<file path="config.mk">
export PLATFORM = sky130hd
export DESIGN_NAME = annexb_codec_sniffer_flat
export DESIGN_NICKNAME = d
export VERILOG_FILES = /design/src/rtl/acs_pkg.sv /design/src/rtl/acs_in_if.sv /design/src/rtl/acs_out_if.sv /design/src/rtl/annexb_codec_sniffer.sv /design/src/flat_wrapper.sv
export SDC_FILE = /design/constraint.sdc
export NUM_CORES = 1
export LEC_CHECK = 0
export BUFFER_PORTS_ARGS = -buffer_cell sky130_fd_sc_hd__buf_2
export CAP_MARGIN = 25
export CORE_MARGIN = 2
export CORE_UTILIZATION = 60
export DETAILED_ROUTE_END_ITERATION = 6
export PLACE_DENSITY = 0.78
export SLEW_MARGIN = 10
export SYNTH_ARGS = -nofsm -noshare
export SYNTH_HDL_FRONTEND = slang
export SYNTH_SLANG_ARGS = --single-unit
</file>
<file path="constraint.sdc">
create_clock -name clk_i -period 6.05 [get_ports clk_i]
set_input_delay 0.605 -clock clk_i [delete_from_list [all_inputs] [get_ports clk_i]]
set_output_delay 0.605 -clock clk_i [all_outputs]
set_load 0.02 [all_outputs]
</file>
<file path="src/rtl/acs_pkg.sv">
package acs_pkg;

  localparam int unsigned WinLen   = 6;
  localparam int unsigned FillW    = $clog2(WinLen + 1);
  localparam int unsigned SkipW    = 3;

  localparam logic [7:0] ForbiddenMask = 8'h80;
  localparam logic [7:0] StartByte     = 8'h01;
  localparam logic [5:0] HevcTypeVps   = 6'd32;
  localparam logic [4:0] AvcTypeSps    = 5'd7;

  localparam logic [SkipW-1:0] Skip3 = SkipW'(3);
  localparam logic [SkipW-1:0] Skip4 = SkipW'(4);

  typedef logic [7:0] byte_t;

  typedef enum logic [1:0] {
    CODEC_UNKNOWN = 2'd0,
    CODEC_H264    = 2'd1,
    CODEC_H265    = 2'd2
  } codec_kind_e;

  // H.264 profile bytes that count as a real SPS
  function automatic logic profile_known(input byte_t p);
    logic hit;
    hit = 1'b0;
    case (p)
      8'd44, 8'd66, 8'd77, 8'd88, 8'd100, 8'd110, 8'd122, 8'd244: hit = 1'b1;
      default: hit = 1'b0;
    endcase
    return hit;
  endfunction

endpackage

</file>
<file path="src/rtl/acs_in_if.sv">
interface acs_in_if;
  import acs_pkg::*;

  logic  valid;
  logic  ready;
  byte_t data_byte;
  logic  last_byte;

  modport source (output valid, output data_byte, output last_byte, input ready);
  modport sink   (input valid, input data_byte, input last_byte, output ready);
endinterface

</file>
<file path="src/rtl/acs_out_if.sv">
interface acs_out_if;
  import acs_pkg::*;

  logic       valid;
  logic       ready;
  logic [1:0] codec_kind;

  modport source (output valid, output codec_kind, input ready);
  modport sink   (input valid, input codec_kind, output ready);
endinterface

</file>
<file path="src/rtl/annexb_codec_sniffer.sv">
// Channel | Dir | Payload                     | Beat
// in_i    | in  | data_byte[7:0], last_byte   | one packet byte
// out_o   | out | codec_kind[1:0]             | one verdict per packet
//
// One byte per clock; the scan of a byte finishes in the cycle it is taken.
// The verdict appears in the output register in the cycle after the last byte is taken.
// in_i.ready drops only while a verdict sits unread and out_o.ready is low.
// rst_ni (async, active low) clears the window, counters, flags and out valid.
module annexb_codec_sniffer (
  input  logic      clk_i,
  input  logic      rst_ni,
  acs_in_if.sink    in_i,
  acs_out_if.source out_o
);
  import acs_pkg::*;

  byte_t            win_q [WinLen];
  byte_t            win_d [WinLen];
  logic [FillW-1:0] fill_q, fill_d;
  logic [SkipW-1:0] skip_q, skip_d;
  logic             vps_q, vps_d;
  logic             sps_q, sps_d;

  logic             out_valid_q;
  codec_kind_e      codec_q;
  codec_kind_e      codec_d;

  logic in_beat;
  logic full_d;
  logic start4, start3;
  byte_t hdr, nxt;
  logic vps_hit, sps_hit;

  // Output register acts as the skid: take input unless a verdict is stuck.
  assign in_i.ready = !out_valid_q || out_o.ready;
  assign in_beat    = in_i.valid && in_i.ready;

  // Shift the new byte in; the candidate is the oldest slot of the new window.
  always_comb begin
    for (int k = 0; k < WinLen - 1; k++) begin
      win_d[k] = win_q[k+1];
    end
    win_d[WinLen-1] = in_i.data_byte;
  end

  always_comb begin
    start4 = (win_d[0] == '0) && (win_d[1] == '0) && (win_d[2] == '0) &&
             (win_d[3] == StartByte);
    start3 = !start4 && (win_d[0] == '0) && (win_d[1] == '0) &&
             (win_d[2] == StartByte);
    hdr    = start4 ? win_d[4] : win_d[3];
    nxt    = start4 ? win_d[5] : win_d[4];
    // Forbidden bit kills the header; a VPS type takes precedence over SPS.
    vps_hit = (start4 || start3) && ((hdr & ForbiddenMask) == '0) &&
              (hdr[6:1] == HevcTypeVps);
    sps_hit = (start4 || start3) && ((hdr & ForbiddenMask) == '0) &&
              (hdr[6:1] != HevcTypeVps) && (hdr[4:0] == AvcTypeSps) &&
              profile_known(nxt);
  end

  always_comb begin
    fill_d = (fill_q == FillW'(WinLen)) ? fill_q : fill_q + FillW'(1);
    full_d = (fill_d == FillW'(WinLen));
    skip_d = skip_q;
    vps_d  = vps_q;
    sps_d  = sps_q;
    if (full_d) begin
      if (skip_q != '0) begin
        skip_d = skip_q - SkipW'(1);
      end else if (start4 || start3) begin
        // skip the rest of the start code plus the header byte
        skip_d = start4 ? Skip4 : Skip3;
        vps_d  = vps_q || vps_hit;
        sps_d  = sps_q || sps_hit;
      end
    end
    if (vps_d) begin
      codec_d = CODEC_H265;
    end else if (sps_d) begin
      codec_d = CODEC_H264;
    end else begin
      codec_d = CODEC_UNKNOWN;
    end
  end

  always_ff @(posedge clk_i or negedge rst_ni) begin
    if (!rst_ni) begin
      for (int k = 0; k < WinLen; k++) begin
        win_q[k] <= '0;
      end
      fill_q <= '0;
      skip_q <= '0;
      vps_q  <= 1'b0;
      sps_q  <= 1'b0;
    end else if (in_beat) begin
      if (in_i.last_byte) begin
        // packet ends: back to the reset state
        for (int k = 0; k < WinLen; k++) begin
          win_q[k] <= '0;
        end
        fill_q <= '0;
        skip_q <= '0;
        vps_q  <= 1'b0;
        sps_q  <= 1'b0;
      end else begin
        for (int k = 0; k < WinLen; k++) begin
          win_q[k] <= win_d[k];
        end
        fill_q <= fill_d;
        skip_q <= skip_d;
        vps_q  <= vps_d;
        sps_q  <= sps_d;
      end
    end
  end

  always_ff @(posedge clk_i or negedge rst_ni) begin
    if (!rst_ni) begin
      out_valid_q <= 1'b0;
    end else if (in_beat && in_i.last_byte) begin
      out_valid_q <= 1'b1;
    end else if (out_o.ready) begin
      out_valid_q <= 1'b0;
    end
  end

  always_ff @(posedge clk_i) begin
    if (in_beat && in_i.last_byte) begin
      codec_q <= codec_d;
    end
  end

  assign out_o.valid      = out_valid_q;
  assign out_o.codec_kind = codec_q;

endmodule

</file>
<file path="src/flat_wrapper.sv">
// flat-port wrapper written by rule: the top's interface ports become plain ports
module annexb_codec_sniffer_flat import acs_pkg::*;
  (clk_i, rst_ni, in_i_valid, in_i_data_byte, in_i_last_byte, in_i_ready, out_o_valid, out_o_codec_kind, out_o_ready);
  acs_in_if in_i_i ();
  acs_out_if out_o_i ();
  input  logic clk_i;
  input  logic rst_ni;
  input wire logic [$bits(in_i_i.valid)-1:0] in_i_valid;
  input wire logic [$bits(in_i_i.data_byte)-1:0] in_i_data_byte;
  input wire logic [$bits(in_i_i.last_byte)-1:0] in_i_last_byte;
  output wire logic [$bits(in_i_i.ready)-1:0] in_i_ready;
  output wire logic [$bits(out_o_i.valid)-1:0] out_o_valid;
  output wire logic [$bits(out_o_i.codec_kind)-1:0] out_o_codec_kind;
  input wire logic [$bits(out_o_i.ready)-1:0] out_o_ready;
  assign in_i_i.valid = in_i_valid;
  assign in_i_i.data_byte = in_i_data_byte;
  assign in_i_i.last_byte = in_i_last_byte;
  assign in_i_ready = in_i_i.ready;
  assign out_o_valid = out_o_i.valid;
  assign out_o_codec_kind = out_o_i.codec_kind;
  assign out_o_i.ready = out_o_ready;
  annexb_codec_sniffer u_core (.clk_i(clk_i), .rst_ni(rst_ni), .in_i(in_i_i), .out_o(out_o_i));
endmodule
</file>
==> flow_summary.yaml, run 1 <==
yosys:
  ys_ff_latch: 51
  synth-simple-area-share_pct: 30.1
  syn_avg_cell_area_um2: 9.21
  synth_area_leaders: "dfrtp_1 (43%), nand2b_1 (9.0%), nand2_1 (6.3%)"
  synth_seq_area_share_pct: 45.0
  synth_xor_area_share_pct: 0.613
  ys_warn_count: 0
  yosysMostFrequentCell: "dfrtp_1"
  synth_top_family_by_area: "simple AND/OR/NAND/NOR gates"
  synth_mux_area_share_pct: 0.394
  synthFlopType: "dfrtp_1"
  synth_edf_count: 2
  synth_area_um2: 2860
  synth_commonest_cells: "dfrtp_1 (49), nand2_1 (48), nand2b_1 (41)"
  synth_compound_area_share_pct: 17.7
  synthArstFlopShare_pct: 96.1
  synth_nets: 327
  postSynthCellCount: 310
  ys_types: 58
  synth_adder_area_share_pct: 1.75
  synth_area_leader_cell: "dfrtp_1"
  synth_top_area_share_pct: 42.9
timing:
  hold_viol_final: 0
  timing.setup.tns_ns: 0
  setup_viol: 0
  maxSlewHeadroom_pct: 50.9
  rsz0062_at_grt: "false"
  hold_slack_ns: 0.238
  skew_ns: 0.00432
  fmax_mhz: 452
  min_period_ns: 2.21
  slew_violations: 0
  finalCritPeriodShare_pct: 36.5
  tightest_slew_ns: 0.736
finish:
  fillers: 396
  utilization_pct: 65.0
  regArea_um2: 1290
  area_delta_synth_final_pct: 6.18
  fin_nets: 332
  diodes: 0
  drive_above_1_share_pct: 12.7
  multi_input_area_um2: 1450
global_route:
  grt_pass1_vias: 2111
  gr-total-overflow: 0
  grt_usage_pct: 22.9
  grt_pass1_wl_um: 9500
  grt_max_degree: 82
  antenna_found_initial: 0
detailed_routing:
  drtPass1Iterations: 4
  drt_iter0_markers: 132
  antenna_left: 0
  wl_um: 5320
  vias: 2170
  routedWlPerCell_um: 14.4
  viasPerCell: 5.86
  drc: 0
clocking:
  cts_hold_buf: 0
  clock-sinks: 51
  cts_tree: "built"
  cts_resized: 0
  h-tree-depth: 2
  cts_made_buffers: 5
  cts_root_buf: "clkbuf_8"
  cts_setup_buffers: 0
  clk_pin_slew_ns: 0.09
  clk_latency_ns: 0.31
  clockBufferDepth: 2
flow_run:
  drv.max_cap_violation_count: 0
power_and_ir_drop:
  peakVddDrop_mv: 0.177
  power_leakage_nw: 1.26
  p_per_area_nw_per_um2: 265
run_status:
  status: "finished, final reports clean"
critical_path:
  required_ns: 6.24
  arrival_ns: 2.40
  end_kind: "flop"
  path_max_fanout: 6
  crit_path_start_kind: "flop"
  critPathKind: "reg -> reg"
floorplanning:
  initial_core_util_pct: 61.3
  io_pins: 17
  die-area_um2: 5330
  fp.dieW_um: 73.0
  chipHeight_um: 73.0
  core_area_um2: 4660
  core.rowCount: 25
place:
  numPortBuffers: 16
  gp_congestion: 0.824
  dp_hpwl_um: 3690
worst_hold_path:
  min_path_type: "in -> async"
cells by family (layout without fill, tap and decap cells):
group,after synthesis,after routing
DFF,51,51
adders and majority gates,4,4
and+or+nand+nor,143,143
muxes,1,1
xor gates and xnor gates,2,2
buffers and inverters,30,36
AOI/OAI and AO/OA,79,79
registers in the layout, summed over array words and instances, names as in the netlist:
register and count:
u_core.fill_q 3, u_core.sps_q 1, u_core.out_o.codec_kind 2, u_core.out_o.valid 1, u_core.skip_q 3, u_core.win_d 40
u_core.vps_q 1
through the flow:
| stage | total power, mW | setup WS, ns | cell area, um2 | instances |
|---|---|---|---|---|
| final | 0.804 | 3.84 | 3030 | 370 |
| after floorplan | 0.560 | 4.04 | 2860 | 310 |
| after CTS | 0.810 | 3.84 | 3030 | 370 |
| after global placement | 0.607 | 3.92 | 2920 | 361 |
| after global routing | 0.854 | 3.64 | 3030 | 370 |
| after detailed placement | 0.613 | 3.85 | 2940 | 362 |
cell type report:
type	count	share of cell area (%)
well taps	54	2.23
flip-flops and latches	51	42.4
repair buffers	18	3.55
clock inverters	3	0.619
inverters	10	1.24
clock buffers	5	2.27
multi-input cells	229	47.7
path summary, 6_finish.rpt:
path	start	endpoint	slack, ns	cells past startpoint
setup / recovery	u_core.fill_q[0]$_DFFE_PN0P_	u_core.skip_q[2]$_DFFE_PN0P_	3.84	8
hold / removal	rst_ni	u_core.win_d[28]$_DFFE_PN0P_	0.24	1
setup reg to reg	u_core.fill_q[0]$_DFFE_PN0P_	u_core.skip_q[2]$_DFFE_PN0P_	3.84	8
hold reg to reg	u_core.win_d[19]$_DFFE_PN0P_	u_core.win_d[19]$_DFFE_PN0P_	0.50	2
max in group asynchronous	rst_ni	u_core.fill_q[2]$_DFFE_PN0P_	5.30	2
min in group clk_i	u_core.win_d[19]$_DFFE_PN0P_	u_core.win_d[19]$_DFFE_PN0P_	0.50	2
cells in the final DEF (no fill, tap or decap), types with 6 or more instances in the layout:
master / n
buf_2: 16
dfrtp_1: 49
inv_1: 10
nand2_1: 47
nand2b_1: 41
nor2_1: 10
nor3_1: 6
o21ai_0: 32
o21ai_1: 11
o31ai_1: 6
power breakdown:
group	switching (mW)	internal, mW	leakage (nW)
clock	0.116	0.0810	0.0445
combinational	0.117	0.0792	0.538
sequential	0.0362	0.374	0.682
critical path: stages, from the launching register on:
cell      delay [ns]
dfrtp_1         0.45
inv_1           0.07
ha_1            0.24
or3b_1          0.40
a311oi_2        0.29
and2_1          0.29
a211oi_2        0.10
a41oi_1         0.18
o21ai_1         0.09
metal layers:
metal	part of all wire (%)	vias up	GRT usage [%]
met5	0	-	0
met4	2.2	0	9.05
met3	4.0	10	5.66
met2	47	39	37.2
met1	46	1019	29.5
li1	-	1102	-
No activity file was read; power rests on OpenSTA's default activity.
==> inputs of run 2 (changes only) <==
--- a/config.mk
+++ b/config.mk
@@ -8,9 +8,9 @@
 export BUFFER_PORTS_ARGS = -buffer_cell sky130_fd_sc_hd__buf_2
 export CAP_MARGIN = 25
 export CORE_MARGIN = 2
-export CORE_UTILIZATION = 60
+export CORE_UTILIZATION = 55
 export DETAILED_ROUTE_END_ITERATION = 6
-export PLACE_DENSITY = 0.78
+export PLACE_DENSITY = 0.75
 export SLEW_MARGIN = 10
 export SYNTH_ARGS = -nofsm -noshare
 export SYNTH_HDL_FRONTEND = slang
==> constraint.sdc (replaced) <==
create_clock -name clk_i -period 1.9 [get_ports clk_i]
set_input_delay 0.19 -clock clk_i [delete_from_list [all_inputs] [get_ports clk_i]]
set_output_delay 0.19 -clock clk_i [all_outputs]
set_load 0.02 [all_outputs]
==> run 2 against run 1 <==
Global-route usage fell by 0.23 points; core utilization rose by 4.3 points; hold slack lost 0.074 ns; power rose to 3.7 times the previous value; combinational power grew to 4.3 times the previous value; non-clock buffer count increased by 37; clock skew increased by 0.0061 ns; via count rose by 8.4%; critical path type unchanged; flip-flop and latch count did not move; the flow now finishes with violations (setup timing); clock power rose to 4.2 times the previous value; routed wire length increased by 17%; largest cell class unchanged.
==> flow_summary.yaml, run 2 (same netlist as run 1, synthesis figures left out) <==
global_route:
  grt_pass1_vias: 2242
  grt_pass1_wl_um: 10600
  grt_max_degree: 50
  antenna_found_initial: 0
  grt_usage_pct: 22.7
  gr-total-overflow: 0
place:
  preCtsSetupSlack_ns: -0.145
  dp.cells: 411
  dp_hpwl_um: 4200
  gp_congestion: 0.791
  numPortBuffers: 16
floorplanning:
  fp.dieW_um: 76.1
  io_pins: 17
  core.rowCount: 26
  chipHeight_um: 76.1
  initial_core_util_pct: 56.6
  die-area_um2: 5780
  core_area_um2: 5040
critical_path:
  cp_slowest_cell: "dfrtp_1"
  path_buf_inv: 2
  reg2reg_slack_ns: -0.17
  max_stage_delay_ns: 0.40
  cp_top_family: "simple AND/OR/NAND/NOR gates"
  crit_chain: "inv_1 > ha_2 > or3b_1 > a311oi_2 > buf_4 > nand3_1 > nor3_2 > nor3_1"
  path_max_fanout: 4
  arrival_ns: 2.13
  critPathKind: "reg -> reg"
  crit_path_start_kind: "flop"
  end_kind: "flop"
  required_ns: 1.96
power_and_ir_drop:
  power_leakage_nw: 1.50
  p_per_area_nw_per_um2: 847
  peakVddDrop_mv: 0.628
detailed_routing:
  drt_iter0_markers: 67
  wl_um: 6230
  vias: 2353
  viasPerCell: 5.56
  drc: 0
  antenna_left: 0
  routedWlPerCell_um: 14.7
  drtPass1Iterations: 4
clocking:
  clk_pin_slew_ns: 0.09
  cts_made_buffers: 5
  clockBufferDepth: 2
  h-tree-depth: 2
  cts_root_buf: "clkbuf_8"
  clock-sinks: 51
  clk_latency_ns: 0.31
  cts_tree: "built"
timing:
  setup_viol: 5
  min_period_ns: 2.07
  fin_ws_ns: -0.169
  rsz0062_at_grt: "true"
  timing.setup.tns_ns: -0.418
  skew_ns: 0.0104
  slew_violations: 0
  fmax_mhz: 483
  finalCritPeriodShare_pct: 109
  tightest_slew_ns: 0.619
  hold_viol_final: 0
  maxSlewHeadroom_pct: 58.7
finish:
  final_common_cell: "dfrtp_1"
  fin_nets: 369
  final_cell_mix: "dfrtp_1 (49), nand2_1 (47), nand2b_1 (41)"
  largest_reg_flops: 40
  area_delta_synth_final_pct: 22.5
  fillers: 415
  layoutNonFillerInstCount: 423
  drive_above_1_share_pct: 24.9
  diodes: 0
  utilization_pct: 69.4
run_status:
  status: "finished with violations"
  violations: "setup timing"
worst_hold_path:
  min_path_type: "in -> reg"
flow_run:
  drv.max_cap_violation_count: 0
==> run 2: layout make-up <==
class / instances / area, um2 / area share, %
timing repair buffer: 55 / 408 / 11.7
multi-input combinational: 229 / 1550 / 44.3
clock buffer: 7 / 97.6 / 2.79
inverter: 10 / 37.5 / 1.07
sequential: 51 / 1290 / 36.8
tap: 70 / 87.6 / 2.50
clock inverter: 1 / 30.0 / 0.859
==> run 2: through the flow <==
stage | total power [mW] | instance area [um2] | hold WS (ns)
after CTS | 2.94 | 3450 | 0.160
after global placement | 2.04 | 3230 | 0.335
final | 2.96 | 3500 | 0.164
after global routing | 3.12 | 3500 | 0.188
after detailed placement | 2.07 | 3230 | 0.330
after floorplan | 1.79 | 2870 | -0.106
==> run 2: final timing paths <==
kind	from	end	depth (start not counted)
max	u_core.fill_q[0]$_DFFE_PN0P_	u_core.out_o.codec_kind[0]$_SDFFCE_PP0P_	8
max reg2reg	u_core.fill_q[0]$_DFFE_PN0P_	u_core.out_o.codec_kind[0]$_SDFFCE_PP0P_	8
min reg2reg	u_core.win_d[20]$_DFFE_PN0P_	u_core.win_d[20]$_DFFE_PN0P_	2
min	in_i_data_byte[7]	u_core.win_d[15]$_DFFE_PN0P_	3
max in group asynchronous	rst_ni	u_core.win_d[41]$_DFFE_PN0P_	3
min in group asynchronous	rst_ni	u_core.win_d[44]$_DFFE_PN0P_	3
==> run 2: repair_timing <==
| action | CTS | global route |
|---|---|---|
| hold buffers | 1 | 0 |
| setup endpoints to repair | 7 | 7 |
| endpoints found under the hold margin | 9 | 0 |
| setup buffers | 2 | 1 |
| resized for setup | 12 | 5 |
| pin swaps | 8 | 3 |
==> run 2: tightest hold or removal path: cells and delay by family <==
kind / cells / cell delay (ns)
AND/OR/NAND/NOR: 1 / 0.06
buffers and inverters: 1 / 0.12
AO/OA/AOI/OAI: 1 / 0.06
==> run 2: routing by layer <==
layer / wire length [um] / global-route usage, %
met3: 197 / 4.03
met5: 0 / 0
met1: 2690 / 28.7
met4: 96 / 7.82
met2: 3240 / 39.6
==> run 2: report_power, final <==
part / internal [mW] / total [mW] / switching, mW
registers: 1.19 / 1.29 / 0.0972
clock network: 0.474 / 0.837 / 0.364
logic: 0.370 / 0.834 / 0.464
==> inputs of run 3 (changes only) <==
--- a/config.mk
+++ b/config.mk
@@ -8,10 +8,11 @@
 export BUFFER_PORTS_ARGS = -buffer_cell sky130_fd_sc_hd__buf_2
 export CAP_MARGIN = 25
 export CORE_MARGIN = 2
-export CORE_UTILIZATION = 55
+export CORE_UTILIZATION = 43
 export DETAILED_ROUTE_END_ITERATION = 6
-export PLACE_DENSITY = 0.75
+export PLACE_DENSITY = 0.61
 export SLEW_MARGIN = 10
 export SYNTH_ARGS = -nofsm -noshare
 export SYNTH_HDL_FRONTEND = slang
 export SYNTH_SLANG_ARGS = --single-unit
+export TNS_END_PERCENT = 1
==> run 3 against run 2 <==
Non-clock buffer count grew 5; highest routed layer unchanged; hold slack lost 0.18 ns; via count shrank 1.7%; critical path type unchanged; cell area grew 0.36%; the flow finishes with violations (hold timing, setup timing); clock skew shrank 0.0020 ns; power grew 0.11%.
==> flow_summary.yaml, run 3 (same netlist as run 1, synthesis figures left out) <==
run_status:
  status: "finished with violations"
  violations: "hold timing, setup timing"
place:
  dp.cells: 425
  dp_hpwl_um: 4230
  gp_congestion: 0.814
  numPortBuffers: 16
critical_path:
  reg2reg_slack_ns: -0.12
  crit_path_start_kind: "flop"
  reg2reg_from: "u_core.win_d[29]$_DFFE_PN0P_"
  r2r_end: "u_core.out_o.codec_kind[0]$_SDFFCE_PP0P_"
  arrival_ns: 2.08
  reg2reg_depth: 6
  path_max_fanout: 5
  required_ns: 1.96
  critPathKind: "reg -> reg"
  end_kind: "flop"
timing:
  min_period_ns: 2.02
  skew_ns: 0.00844
  maxSlewHeadroom_pct: 57.9
  finalCritPeriodShare_pct: 106
  timing.setup.tns_ns: -0.464
  setup_viol: 7
  hold_viol_final: 41
  hold_slack_ns: -0.0126
  fin_ws_ns: -0.118
  slew_violations: 0
  rsz0062_at_grt: "true"
  fmax_mhz: 496
  tightest_slew_ns: 0.631
floorplanning:
  die-area_um2: 7310
  fp.dieW_um: 85.5
  chipHeight_um: 85.5
  core.rowCount: 29
  core_area_um2: 6390
  initial_core_util_pct: 44.7
  io_pins: 17
clocking:
  clk_pin_slew_ns: 0.10
  clock-sinks: 51
  clk_latency_ns: 0.30
  cts_made_buffers: 5
  clockBufferDepth: 2
  cts_hold_buf: 0
  h-tree-depth: 2
  cts_tree: "built"
  cts_root_buf: "clkbuf_8"
detailed_routing:
  routed-wl-met3_um: 137
  antenna_left: 0
  wl_um: 6110
  drc: 0
  viasPerCell: 5.32
  vias: 2313
  route.met2.wl_um: 3100
  routedWlPerCell_um: 14.0
  wirelength_met1_um: 2750
  drtPass1Iterations: 4
  drt_iter0_markers: 111
  routed.top_layer: "met4"
finish:
  layoutNonFillerInstCount: 435
  drive_above_1_share_pct: 25.1
  fin_nets: 374
  final_common_cell: "dfrtp_1"
  fillers: 587
  largest_reg_flops: 40
  diodes: 0
  area_delta_synth_final_pct: 22.9
  final_cell_mix: "dfrtp_1 (49), nand2_1 (47), nand2b_1 (41), buf_4 (41), o21ai_0 (32)"
global_route:
  antenna_found_initial: 0
  grt_usage_pct: 18.4
  grt_max_degree: 50
  gr-total-overflow: 0
  grt_pass1_wl_um: 10700
  grt_pass1_vias: 2317
power_and_ir_drop:
  peakVddDrop_mv: 0.397
  p_per_area_nw_per_um2: 845
  power_mw: 2.96
  power_leakage_nw: 1.52
worst_hold_path:
  min_path_type: "in -> async"
flow_run:
  drv.max_cap_violation_count: 0
[run 3: cell count changes in the layout (fill, tap and decap cells not counted), sizes merged]
cell and change:
buf +6, dlygate4sd3 -1
[run 3: power breakdown]
part | switching, mW | internal, mW
Clock | 0.365 | 0.474
Sequential | 0.0799 | 1.19
Combinational | 0.472 | 0.382
[run 3: cell type report]
| type | count | area [um2] | area share, % |
|---|---|---|---|
| multi-input combinational | 229 | 1530 | 43.6 |
| sequential | 51 | 1290 | 36.6 |
| timing repair buffer | 60 | 430 | 12.3 |
| inverter | 10 | 37.5 | 1.07 |
| clock buffer | 7 | 97.6 | 2.78 |
| tap | 77 | 96.3 | 2.75 |
| clock inverter | 1 | 30.0 | 0.856 |
[run 3: worst max path at each step]
stage                                                    end                          from  depth (start not counted)  slack (ns)
global placement    u_core.out_o.codec_kind[0]$_SDFFCE_PP0P_  u_core.win_d[45]$_DFFE_PN0P_                          6       -0.15
finish              u_core.out_o.codec_kind[0]$_SDFFCE_PP0P_  u_core.win_d[29]$_DFFE_PN0P_                          6       -0.12
detailed placement              u_core.skip_q[2]$_DFFE_PN0P_  u_core.fill_q[0]$_DFFE_PN0P_                          7       -0.14
floorplan                       u_core.skip_q[2]$_DFFE_PN0P_  u_core.fill_q[0]$_DFFE_PN0P_                          9       -0.08
global route                    u_core.skip_q[2]$_DFFE_PN0P_  u_core.fill_q[0]$_DFFE_PN0P_                          8       -0.25
CTS                 u_core.out_o.codec_kind[0]$_SDFFCE_PP0P_  u_core.win_d[31]$_DFFE_PN0P_                          6       -0.11
[run 3: critical path: stages, from the launching register on]
cell     delay, ns
dfrtp_1       0.42
nor4_4        0.39
nand4_4       0.20
nor3_4        0.28
a31oi_1       0.17
nor3_2        0.24
nor3_2        0.07
[run 3: what timing repair did]
action | CTS | global route
resized for setup | 13 | 1
endpoints found under the setup margin | 7 | 7
setup buffers | 2 | 0
pin swaps | 15 | 9
[run 3: per-layer routing]
metal / global-route usage (%) / up-vias
met5: 0 / -
met4: 5.63 / 0
met3: 3.21 / 11
met2: 31.6 / 35
met1: 23.7 / 1092
li1: - / 1175
[run 3: per-stage QoR]
| stage | util (%) | instance area [um2] | setup WS [ns] |
|---|---|---|---|
| after global routing | 55.0 | 3510 | -0.253 |
| after detailed placement | 51.3 | 3280 | -0.142 |
| after global placement | 51.3 | 3280 | -0.148 |
| after CTS | 54.8 | 3500 | -0.113 |
| final | 55.0 | 3510 | -0.118 |
| after floorplan | - | 2860 | -0.0768 |
